File: src/rtl/qbd_pkg.sv
`default_nettype none
package qbd_pkg;

  // block layout codes
  localparam logic [2:0] FMT_Q4_0 = 3'd0;
  localparam logic [2:0] FMT_Q8_0 = 3'd1;
  localparam logic [2:0] FMT_Q4_K = 3'd2;
  localparam logic [2:0] FMT_Q5_K = 3'd3;
  localparam logic [2:0] FMT_Q6_K = 3'd4;

  // configuration register indexes
  localparam logic REG_FORMAT  = 1'b0;
  localparam logic REG_ROW_LEN = 1'b1;

  localparam int LANES = 4;

  // bytes per block
  function automatic logic [7:0] fmt_bytes(input logic [2:0] fmt);
    logic [7:0] n;
    unique case (fmt)
      FMT_Q4_0: n = 8'd18;
      FMT_Q8_0: n = 8'd34;
      FMT_Q4_K: n = 8'd144;
      FMT_Q5_K: n = 8'd176;
      FMT_Q6_K: n = 8'd210;
      default:  n = 8'd0;
    endcase
    return n;
  endfunction

  // elements per block
  function automatic logic [8:0] fmt_elems(input logic [2:0] fmt);
    logic [8:0] n;
    unique case (fmt)
      FMT_Q4_0, FMT_Q8_0: n = 9'd32;
      default:            n = 9'd256;
    endcase
    return n;
  endfunction

endpackage
`default_nettype wire

File: src/rtl/qbd_ram.sv
`default_nettype none
module qbd_ram #(
  parameter int WIDTH = 8,
  parameter int DEPTH = 256
) (
  input  wire logic                     clk_i,
  input  wire logic                     we_i,
  input  wire logic [$clog2(DEPTH)-1:0] waddr_i,
  input  wire logic [WIDTH-1:0]         wdata_i,
  input  wire logic [$clog2(DEPTH)-1:0] raddr_i,
  output      logic [WIDTH-1:0]         rdata_o
);

  logic [WIDTH-1:0] mem [DEPTH];

  // one write port, registered read port
  always_ff @(posedge clk_i) begin
    if (we_i) begin
      mem[waddr_i] <= wdata_i;
    end
    rdata_o <= mem[raddr_i];
  end

endmodule
`default_nettype wire

File: src/rtl/quant_block_dequantizer.sv
`default_nettype none
// channel   | ports                                         | dir | handshake
// byte in   | start_i, data_byte_i, busy_o                  | in  | start_i & !busy_o
// config    | cfg_valid_i, cfg_index_i, cfg_data_i, cfg_ready_o | in | valid & ready
// result    | result_valid_o, value0..3_o, valid_count_o,   | out | strobe, one cycle
//           | block_last_o, row_last_o                      |     |
//
// bytes are taken one per cycle while busy_o is low; the block's last byte raises busy_o.
// decode: the half scales are fetched first, then per element five store reads through the
// single read port, two multiplies, align, normalize and round follow in that order; a result
// strobes after every fourth element or the block's last.
// reset clears format to Q4_0, row length to 256 and the counters; the store is not cleared.
// results cannot be stalled by the receiver.
module quant_block_dequantizer #(
  parameter int BLOCK_STORE_DEPTH = 256
) (
  input  wire logic        clk_i,
  input  wire logic        rst_ni,
  input  wire logic        start_i,
  input  wire logic [7:0]  data_byte_i,
  output      logic        busy_o,
  input  wire logic        cfg_valid_i,
  output      logic        cfg_ready_o,
  input  wire logic        cfg_index_i,
  input  wire logic [20:0] cfg_data_i,
  output      logic        result_valid_o,
  output      logic [31:0] value0_o,
  output      logic [31:0] value1_o,
  output      logic [31:0] value2_o,
  output      logic [31:0] value3_o,
  output      logic [2:0]  valid_count_o,
  output      logic        block_last_o,
  output      logic        row_last_o
);

  localparam int AW = $clog2(BLOCK_STORE_DEPTH);
  localparam int W  = 56;

  typedef enum logic [2:0] {
    S_IDLE, S_HDR, S_RD, S_MUL1, S_MUL2, S_ALN, S_NRM, S_RND
  } state_e;

  state_e       state_q;
  logic [2:0]   fmt_q;
  logic [20:0]  rl_q;
  logic [20:0]  done_q;
  logic [7:0]   bp_q;
  logic [8:0]   n_q;
  logic         row_end_q;
  logic [7:0]   e_q;
  logic [2:0]   rd_cnt_q;
  logic [7:0]   hdr_q [4];
  logic [7:0]   byte_q [5];
  logic [12:0]  f_mag_q;
  logic         f_sign_q;
  logic         zero_q;
  logic [5:0]   m_q;
  logic [23:0]  t1_q;
  logic [16:0]  t2_q;
  logic [W-1:0] mag_q;
  logic         sgn_q;
  logic signed [6:0] emin_q;
  logic [5:0]   sh_q;
  logic         nan_q;
  logic         inf_q;
  logic         isg_q;
  logic [31:0]  val_q [qbd_pkg::LANES];
  logic         res_valid_q;
  logic [2:0]   cnt_q;
  logic         blast_q;
  logic         rlast_q;

  // byte intake
  logic         accept, fmt_ok, wr_en, blk_done;
  logic [7:0]   nbytes, bp_eff;
  logic [AW-1:0] raddr;
  logic [7:0]   rdata, a8;

  assign busy_o      = (state_q != S_IDLE);
  assign cfg_ready_o = 1'b1;
  assign accept      = start_i & ~busy_o;
  assign fmt_ok      = (fmt_q <= qbd_pkg::FMT_Q6_K);
  assign nbytes      = qbd_pkg::fmt_bytes(fmt_q);
  assign bp_eff      = (bp_q >= nbytes) ? 8'd0 : bp_q;
  assign wr_en       = accept & fmt_ok;
  assign blk_done    = wr_en & (({1'b0, bp_eff} + 9'd1) == {1'b0, nbytes});

  qbd_ram #(.WIDTH(8), .DEPTH(BLOCK_STORE_DEPTH)) u_store (
    .clk_i   (clk_i),
    .we_i    (wr_en),
    .waddr_i (AW'(bp_eff)),
    .wdata_i (data_byte_i),
    .raddr_i (raddr),
    .rdata_o (rdata)
  );

  // row bookkeeping at block completion
  logic [20:0] rl, done0, rem, done_sum, done_next;
  logic [8:0]  elems, nblk;
  logic        row_end;
  always_comb begin
    rl        = (rl_q == 21'd0) ? 21'd1 : rl_q;
    done0     = (done_q >= rl) ? 21'd0 : done_q;
    rem       = rl - done0;
    elems     = qbd_pkg::fmt_elems(fmt_q);
    row_end   = (rem <= 21'(elems));
    nblk      = row_end ? rem[8:0] : elems;
    done_sum  = done0 + 21'(nblk);
    done_next = (done_sum >= rl) ? 21'd0 : done_sum;
  end

  // element coordinates
  logic       is_k, is_q5, is_q6;
  logic [2:0] j;
  logic [4:0] l;
  logic [1:0] g;
  assign is_k  = (fmt_q == qbd_pkg::FMT_Q4_K) || (fmt_q == qbd_pkg::FMT_Q5_K);
  assign is_q5 = (fmt_q == qbd_pkg::FMT_Q5_K);
  assign is_q6 = (fmt_q == qbd_pkg::FMT_Q6_K);
  assign j     = e_q[7:5];
  assign l     = e_q[4:0];
  assign g     = e_q[6:5];

  // store read address
  always_comb begin
    a8 = 8'd0;
    if (state_q == S_HDR) begin
      unique case (rd_cnt_q)
        3'd0:    a8 = is_q6 ? 8'd208 : 8'd0;
        3'd1:    a8 = is_q6 ? 8'd209 : 8'd1;
        3'd2:    a8 = 8'd2;
        3'd3:    a8 = 8'd3;
        default: a8 = 8'd0;
      endcase
    end else if (state_q == S_RD) begin
      if (fmt_q == qbd_pkg::FMT_Q4_0) begin
        a8 = 8'd2 + {4'd0, e_q[4:1]};
      end else if (fmt_q == qbd_pkg::FMT_Q8_0) begin
        a8 = 8'd2 + {3'd0, e_q[4:0]};
      end else if (is_k) begin
        unique case (rd_cnt_q)
          3'd0:    a8 = {5'd0, j};
          3'd1:    a8 = 8'd4 + {5'd0, j};
          3'd2:    a8 = 8'd8 + {5'd0, j};
          3'd3:    a8 = (is_q5 ? 8'd48 : 8'd16) + {1'b0, j[2:1], l};
          default: a8 = 8'd16 + {3'd0, l};
        endcase
      end else begin
        unique case (rd_cnt_q)
          3'd0:    a8 = {1'b0, e_q[7], e_q[5], l};
          3'd1:    a8 = {2'b10, e_q[7], l};
          default: a8 = 8'd192 + {4'd0, e_q[7], 3'd0} + {5'd0, g, 1'b0} + {7'd0, l[4]};
        endcase
      end
    end
  end
  assign raddr = AW'(a8);

  // half scale decode
  logic        d_sign, dm_sign, dnan, dinf, dmnan, dminf;
  logic [4:0]  dex, dmex;
  logic [10:0] d_m, dm_m;
  logic signed [6:0] ed, em;
  always_comb begin
    d_sign  = hdr_q[1][7];
    dex     = hdr_q[1][6:2];
    d_m     = {(dex != 5'd0), hdr_q[1][1:0], hdr_q[0]};
    dnan    = (dex == 5'h1F) && (d_m[9:0] != 10'd0);
    dinf    = (dex == 5'h1F) && (d_m[9:0] == 10'd0);
    ed      = (dex == 5'd0) ? -7'sd24 : $signed({2'b00, dex}) - 7'sd25;
    dm_sign = hdr_q[3][7];
    dmex    = hdr_q[3][6:2];
    dm_m    = {(dmex != 5'd0), hdr_q[3][1:0], hdr_q[2]};
    dmnan   = (dmex == 5'h1F) && (dm_m[9:0] != 10'd0);
    dminf   = (dmex == 5'h1F) && (dm_m[9:0] == 10'd0);
    em      = (dmex == 5'd0) ? -7'sd24 : $signed({2'b00, dmex}) - 7'sd25;
  end

  // quant and scale unpacking
  logic signed [8:0]  a_s, b_s;
  logic signed [17:0] prod;
  logic [5:0] sc6, m6;
  logic [3:0] nib;
  logic [1:0] hb;
  logic       hbit;
  always_comb begin
    a_s  = 9'sd0;
    b_s  = 9'sd1;
    m6   = 6'd0;
    sc6  = 6'd0;
    nib  = 4'd0;
    hb   = 2'd0;
    hbit = 1'b0;
    if (fmt_q == qbd_pkg::FMT_Q4_0) begin
      nib = e_q[0] ? byte_q[0][7:4] : byte_q[0][3:0];
      a_s = $signed({5'd0, nib}) - 9'sd8;
    end else if (fmt_q == qbd_pkg::FMT_Q8_0) begin
      a_s = $signed({byte_q[0][7], byte_q[0]});
    end else if (is_k) begin
      if (!j[2]) begin
        sc6 = byte_q[1][5:0];
        m6  = byte_q[2][5:0];
      end else begin
        sc6 = {byte_q[0][7:6], byte_q[2][3:0]};
        m6  = {byte_q[1][7:6], byte_q[2][7:4]};
      end
      nib  = j[0] ? byte_q[3][7:4] : byte_q[3][3:0];
      hbit = is_q5 & byte_q[4][j];
      a_s  = $signed({3'd0, sc6});
      b_s  = $signed({4'd0, hbit, nib});
    end else begin
      nib = g[1] ? byte_q[0][7:4] : byte_q[0][3:0];
      unique case (g)
        2'd0: hb = byte_q[1][1:0];
        2'd1: hb = byte_q[1][3:2];
        2'd2: hb = byte_q[1][5:4];
        2'd3: hb = byte_q[1][7:6];
      endcase
      a_s = $signed({byte_q[2][7], byte_q[2]});
      b_s = $signed({3'd0, hb, nib}) - 9'sd32;
    end
    prod = a_s * b_s;
  end

  // alignment and signed sum
  logic signed [6:0]  emin;
  logic [4:0]         sh1, sh2;
  logic [W-1:0]       av, bv, amag;
  logic               s1, s2, rsgn;
  logic signed [W:0]  va, vb, r;
  logic [W:0]         rabs;
  logic               nan_a, nan_b, inf_a, inf_b, nan_n, inf_n, isg_n;
  always_comb begin
    emin = (is_k && (em < ed)) ? em : ed;
    sh1  = 5'(ed - emin);
    sh2  = 5'(em - emin);
    av   = W'(t1_q) << sh1;
    bv   = is_k ? (W'(t2_q) << sh2) : '0;
    s1   = is_k ? d_sign : (f_sign_q ^ d_sign);
    s2   = dm_sign;
    va   = s1 ? -$signed({1'b0, av}) : $signed({1'b0, av});
    vb   = s2 ? -$signed({1'b0, bv}) : $signed({1'b0, bv});
    r    = va - vb;
    rabs = r[W] ? (W+1)'(-r) : (W+1)'(r);
    amag = rabs[W-1:0];
    if (amag != '0) begin
      rsgn = r[W];
    end else if (is_k) begin
      rsgn = (av == '0) && (bv == '0) && s1 && !s2;
    end else begin
      rsgn = s1;
    end
    nan_a = dnan | (dinf & zero_q);
    inf_a = dinf & ~nan_a;
    nan_b = is_k & (dmnan | (dminf & (m_q == 6'd0)));
    inf_b = is_k & dminf & ~nan_b;
    nan_n = nan_a | nan_b | (inf_a & inf_b & (d_sign == dm_sign));
    inf_n = inf_a | inf_b;
    isg_n = inf_a ? s1 : ~s2;
  end

  // rounding to binary32
  logic signed [9:0] exp_v;
  logic        rnd;
  logic [30:0] body;
  logic [31:0] bits;
  always_comb begin
    exp_v = 10'sd182 - $signed({4'd0, sh_q}) + 10'(emin_q);
    rnd   = mag_q[31] & ((|mag_q[30:0]) | mag_q[32]);
    body  = {exp_v[7:0], mag_q[54:32]} + {30'd0, rnd};
    if (nan_q) begin
      bits = 32'h7FC0_0000;
    end else if (inf_q) begin
      bits = {isg_q, 31'h7F80_0000};
    end else if (mag_q == '0) begin
      bits = {sgn_q, 31'd0};
    end else begin
      bits = {sgn_q, body};
    end
  end

  logic last_el;
  assign last_el = (({1'b0, e_q} + 9'd1) == n_q);

  // sequencer, counters and result registers
  always_ff @(posedge clk_i or negedge rst_ni) begin
    if (!rst_ni) begin
      state_q     <= S_IDLE;
      fmt_q       <= qbd_pkg::FMT_Q4_0;
      rl_q        <= 21'd256;
      done_q      <= 21'd0;
      bp_q        <= 8'd0;
      rd_cnt_q    <= 3'd0;
      e_q         <= 8'd0;
      res_valid_q <= 1'b0;
    end else begin
      res_valid_q <= 1'b0;
      if (cfg_valid_i && cfg_ready_o) begin
        if (cfg_index_i == qbd_pkg::REG_FORMAT) begin
          fmt_q <= cfg_data_i[2:0];
          bp_q  <= 8'd0;
        end else begin
          rl_q <= cfg_data_i;
        end
        done_q <= 21'd0;
      end
      unique case (state_q)
        S_IDLE: begin
          if (wr_en) begin
            if (blk_done) begin
              bp_q      <= 8'd0;
              n_q       <= nblk;
              row_end_q <= row_end;
              done_q    <= done_next;
              e_q       <= 8'd0;
              rd_cnt_q  <= 3'd0;
              state_q   <= S_HDR;
            end else begin
              bp_q <= bp_eff + 8'd1;
            end
          end
        end
        S_HDR: begin
          if (rd_cnt_q != 3'd0) begin
            hdr_q[2'(rd_cnt_q - 3'd1)] <= rdata;
          end
          if (rd_cnt_q == 3'd4) begin
            rd_cnt_q <= 3'd0;
            state_q  <= S_RD;
          end else begin
            rd_cnt_q <= rd_cnt_q + 3'd1;
          end
        end
        S_RD: begin
          if (rd_cnt_q != 3'd0) begin
            byte_q[rd_cnt_q - 3'd1] <= rdata;
          end
          if (rd_cnt_q == 3'd5) begin
            rd_cnt_q <= 3'd0;
            state_q  <= S_MUL1;
          end else begin
            rd_cnt_q <= rd_cnt_q + 3'd1;
          end
        end
        S_MUL1: begin
          f_mag_q  <= prod[17] ? 13'(-prod) : 13'(prod);
          f_sign_q <= a_s[8] ^ b_s[8];
          zero_q   <= (a_s == 9'sd0) || (b_s == 9'sd0);
          m_q      <= m6;
          state_q  <= S_MUL2;
        end
        S_MUL2: begin
          t1_q    <= f_mag_q * d_m;
          t2_q    <= m_q * dm_m;
          state_q <= S_ALN;
        end
        S_ALN: begin
          mag_q   <= amag;
          sgn_q   <= rsgn;
          emin_q  <= emin;
          sh_q    <= 6'd0;
          nan_q   <= nan_n;
          inf_q   <= inf_n;
          isg_q   <= isg_n;
          state_q <= S_NRM;
        end
        S_NRM: begin
          if (mag_q[W-1] || (mag_q == '0)) begin
            state_q <= S_RND;
          end else if (mag_q[W-1:W-8] == 8'd0) begin
            mag_q <= mag_q << 8;
            sh_q  <= sh_q + 6'd8;
          end else begin
            mag_q <= mag_q << 1;
            sh_q  <= sh_q + 6'd1;
          end
        end
        S_RND: begin
          val_q[e_q[1:0]] <= bits;
          if (e_q[1:0] == 2'd0) begin
            for (int k = 1; k < qbd_pkg::LANES; k++) begin
              val_q[k] <= 32'd0;
            end
          end
          if ((e_q[1:0] == 2'd3) || last_el) begin
            res_valid_q <= 1'b1;
            cnt_q       <= {1'b0, e_q[1:0]} + 3'd1;
            blast_q     <= last_el;
            rlast_q     <= last_el & row_end_q;
          end
          if (last_el) begin
            state_q <= S_IDLE;
          end else begin
            e_q     <= e_q + 8'd1;
            state_q <= S_RD;
          end
        end
        default: state_q <= S_IDLE;
      endcase
    end
  end

  assign result_valid_o = res_valid_q;
  assign value0_o       = val_q[0];
  assign value1_o       = val_q[1];
  assign value2_o       = val_q[2];
  assign value3_o       = val_q[3];
  assign valid_count_o  = cnt_q;
  assign block_last_o   = blast_q;
  assign row_last_o     = rlast_q;

endmodule
`default_nettype wire
File: config.mk
export PLATFORM = sky130hd
export DESIGN_NAME = quant_block_dequantizer
export DESIGN_NICKNAME = d
export VERILOG_FILES = /design/src/rtl/qbd_pkg.sv /design/src/rtl/qbd_ram.sv /design/src/rtl/quant_block_dequantizer.sv
export SDC_FILE = /design/constraint.sdc
export NUM_CORES = 2
export LEC_CHECK = 0
export BUFFER_PORTS_ARGS = -buffer_cell sky130_fd_sc_hd__buf_2
export CORE_ASPECT_RATIO = 0.8
export CORE_UTILIZATION = 30
export CTS_BUF_LIST = sky130_fd_sc_hd__clkbuf_8
export DETAILED_ROUTE_END_ITERATION = 12
export GPL_TIMING_DRIVEN = 1
export PLACE_DENSITY = 0.57
export SYNTH_ARGS = -nofsm -noshare
export SYNTH_HDL_FRONTEND = slang
export SYNTH_HIERARCHICAL = 1
export SYNTH_SLANG_ARGS = --single-unit
File: constraint.sdc
create_clock -name clk_i -period 11.33 [get_ports clk_i]
set_input_delay 2.266 -clock clk_i [delete_from_list [all_inputs] [get_ports clk_i]]
set_output_delay 2.266 -clock clk_i [all_outputs]
set_load 0.02 [all_outputs]
==> results.sh <==
export IMPL_status="completed"
export IMPL_fin_crit_ps=11180
export IMPL_cts_hold_buf=0
export IMPL_holdPathEnd="val_q[3][19]"
export IMPL_via_per_inst=5.23
export IMPL_synth_edf_count=2301
export IMPL_leakage_nw=49.6
export IMPL_drive_gt1_frac=0.242
export IMPL_grt_pass1_wl_um=533000
export IMPL_path_class="flop to flop"
export IMPL_portBuffers=168
export IMPL_synth_seq_cells=2473
export IMPL_synthDistinctLibCells=113
export IMPL_post_place_ws_ps=-731
export IMPL_cts_root_buffer="clkbuf_8"
export IMPL_synth_main_ff_cell="edfxtp_1"
export IMPL_syn_num_nets=9392
export IMPL_critPathSlowestCell="fa_1"
export IMPL_hold_start="val_q[3][19]"
export IMPL_grt_max_degree=122
export IMPL_first_iter_violations=8633
export IMPL_syn_area_um2=122000
export IMPL_synth_async_reset_ratio=0.0275
export IMPL_final_nets=10316
export IMPL_insertion_delay_ps=1140
export IMPL_hold_class="flop to flop"
export IMPL_cts_tree="yes"
export IMPL_antenna_found_initial=18
export IMPL_r2r_end="sgn_q"
export IMPL_power_per_cell_area_nw_per_um2=301
export IMPL_vias=80859
export IMPL_synthCells=8838
export IMPL_initial_core_util=0.302
export IMPL_finalSetupViolCount=0
export IMPL_yosysSeqAreaShare=0.595
export IMPL_dieArea_um2=411000
export IMPL_clkTransAtPathRegs_ps=60
export IMPL_avgSynthCellArea_um2=13.9
export IMPL_grt_pass1_vias=80706
export IMPL_endpoint_kind="flop"
export IMPL_fmax_mhz=89.4
export IMPL_fin_skew_ps=110
export IMPL_max_stage_delay_ps=460
export IMPL_final_area_um2=143000
export IMPL_place_area_um2=134000
export IMPL_core_region_area_um2=406000
export IMPL_rrSetupSlack_ps=150
export IMPL_drt_pre_antenna_iters=6
export IMPL_area_delta_synth_final_pct=17.0
export IMPL_drtAntennaViolNets=0
export IMPL_multi_input_area_um2=47200
export IMPL_worstPathMaxFanout=6
export IMPL_reg2reg_from="hdr_q[3][2]"
export IMPL_io_pins=170
export IMPL_arrival_ps=11930
export IMPL_die_h_um=574
export IMPL_timing_final_max_slew_violations=0
export IMPL_ctsHtreeMaxLevel=5
export IMPL_reg2reg_depth=49
export IMPL_crit_path_start_kind="flop"
export IMPL_cts_buffer_depth=4
export IMPL_fin_setup_tns_ps=0
export IMPL_hold_path_depth=2
export IMPL_finalHoldViolations=0
export IMPL_drc=0
export IMPL_grt_use_total=0.170
export IMPL_cts_inserted_buffers=386
export IMPL_place_congestion=0.900
export IMPL_cts_sinks=2473
export IMPL_yosysWarnings=6
export IMPL_maxSlewHeadroom=0.0976
export IMPL_regArea_um2=72900
export IMPL_fin_ws_ps=150
export IMPL_wl_per_cell_um=23.4
export IMPL_vdd_ir_drop_worst_uv=656
export IMPL_grt_overflow_total=0
export IMPL_finalCritPeriodShare=0.987
export IMPL_rsz0062_at_grt="yes"
export IMPL_critical_path_most_common_cell="buf_4"
export IMPL_whs_ps=450
export IMPL_cp_required_ps=12080
export IMPL_cap_viol_max_count=0
export IMPL_rows=209
export IMPL_routed_wl_um=361000
export IMPL_fillers=39002
export IMPL_tightest_slew_ps=1340
export IMPL_die_width_um=716
export IMPL_dp_hpwl_um=246000
==> how the worst max path moves through the flow <==
stage                           start    end  slack, ps  depth (start not counted)
after floorplan           hdr_q[1][2]  sgn_q         20                         51
after global placement    hdr_q[1][2]  sgn_q       -710                         49
after detailed placement  hdr_q[1][2]  sgn_q       -730                         47
after CTS                 hdr_q[1][2]  sgn_q         -2                         51
after global routing      hdr_q[3][4]  sgn_q       -280                         49
final                     hdr_q[3][2]  sgn_q        150                         49
==> state kept, by name, indices dropped and copies added, names as in the netlist, 6 cells and up <==
signal and flops:
sh_q 6, u_store/rdata_o 8, bp_q 8, emin_q 6, rl_q 21, m_q 6, mag_q 56, hdr_q 32
val_q 128, byte_q 40, e_q 8, done_q 21, t2_q 17, t1_q 24, n_q 9, u_store/mem 2048
f_mag_q 13
==> cell type report <==
class,instances,area share
antenna,5,0.0000873
clock buffer,394,0.0378
clock inverter,305,0.0132
inverter,393,0.0103
multi-input combinational,5457,0.329
sequential,2473,0.508
tap,5380,0.0470
timing repair buffer,1051,0.0542
==> logic make-up after synthesis <==
kind of cell    Yosys count  synth area share
buf+inv                 908            0.0330
simple gates           2312            0.0878
mux                     756             0.114
xor+xnor                313            0.0227
compound gates         1555            0.0822
fa+ha+maj               520            0.0657
other cells               1         0.0000306
flops                  2473             0.595
==> where the power goes <==
part	total, W	leakage (nW)	internal, W	switching, W
Sequential	0.0116	22.4	0.0111	0.000505
Clock	0.00731	4.18	0.00362	0.00369
Combinational	0.0243	22.9	0.0108	0.0135
==> worst max-delay path, delay by kind of cell, from the launching register on <==
| kind | cells | cell delay, ps |
|---|---|---|
| simple gates | 19 | 4820 |
| compound gates | 11 | 1830 |
| mux | 5 | 1460 |
| fa+ha+maj | 5 | 1280 |
| buf+inv | 8 | 1070 |
| flops | 1 | 350 |
| xor+xnor | 1 | 90 |
==> through the flow <==
step / total power (W) / util / instances
6_report: 0.0432 / 0.353 / 15458
5_1_grt: 0.0462 / 0.353 / 15455
4_1_cts: 0.0427 / 0.350 / 15409
3_5_place_dp: 0.0351 / 0.331 / 14695
3_3_place_gp: 0.0350 / 0.331 / 14695
2_1_floorplan: 0.0260 / - / 8838
==> metal layers <==
metal | vias to the layer above | share of wire | wire, µm | track usage
li1 | 35574 | - | - | -
met3 | 494 | 0.084 | 30300 | 0.0329
met5 | - | 0.00013 | 46 | 0.00245
met2 | 3377 | 0.45 | 163000 | 0.265
met4 | 6 | 0.020 | 7220 | 0.0359
met1 | 41408 | 0.44 | 160000 | 0.246
==> what timing repair did <==
| action | CTS | global route |
|---|---|---|
| endpoints found under the hold margin | 0 | 0 |
| setup buffers | 15 | 43 |
| endpoints found under the setup margin | 41 | 26 |
| resized for setup | 57 | 277 |
| pin swaps | 12 | 149 |
| gates cloned | 0 | 1 |
==> cell usage in the layout (no fill, tap or decap), types with 55 or more instances in the layout <==
master    Yosys  final
and2_1      121    118
ha_1        314    302
nand3_1     135    124
nor4_1       75     58
a22oi_1     144    141
dfrtp_1      67     67
nand2_1     730    716
a211oi_1     79     70
clkbuf_8      0    402
nand2b_1     55     55
a31oi_1      82     77
mux2i_1     203    201
nand4_1      62     62
nor2b_1      88     80
xnor2_1     188    180
nor3_1      130    106
dfxtp_1     104    104
inv_1       391    509
buf_2        51    160
edfxtp_1   2301   2301
fa_1        206    203
nor2_1      706    675
buf_4        34    859
a21o_1       56     56
mux4_2      499    499
a21oi_1     474    432
xor2_1      121    111
clkinv_1      2     89
o21ai_0     266    218
==> synthesized netlist by cell type (104+ instances only) <==
master | n | area (µm²)
a21oi_1 | 474 | 2370
a22oi_1 | 144 | 1080
and2_1 | 121 | 757
clkbuf_1 | 333 | 1250
dfxtp_1 | 104 | 2080
edfxtp_1 | 2301 | 69100
fa_1 | 206 | 4120
ha_1 | 314 | 3930
inv_1 | 391 | 1470
mux2i_1 | 203 | 2030
mux4_2 | 499 | 11200
nand2_1 | 730 | 2740
nand3_1 | 135 | 676
nor2_1 | 706 | 2650
nor3_1 | 130 | 651
o21ai_0 | 266 | 1330
xnor2_1 | 188 | 1650
xor2_1 | 121 | 1060
Note: power is estimated with default switching activity, not from simulation.
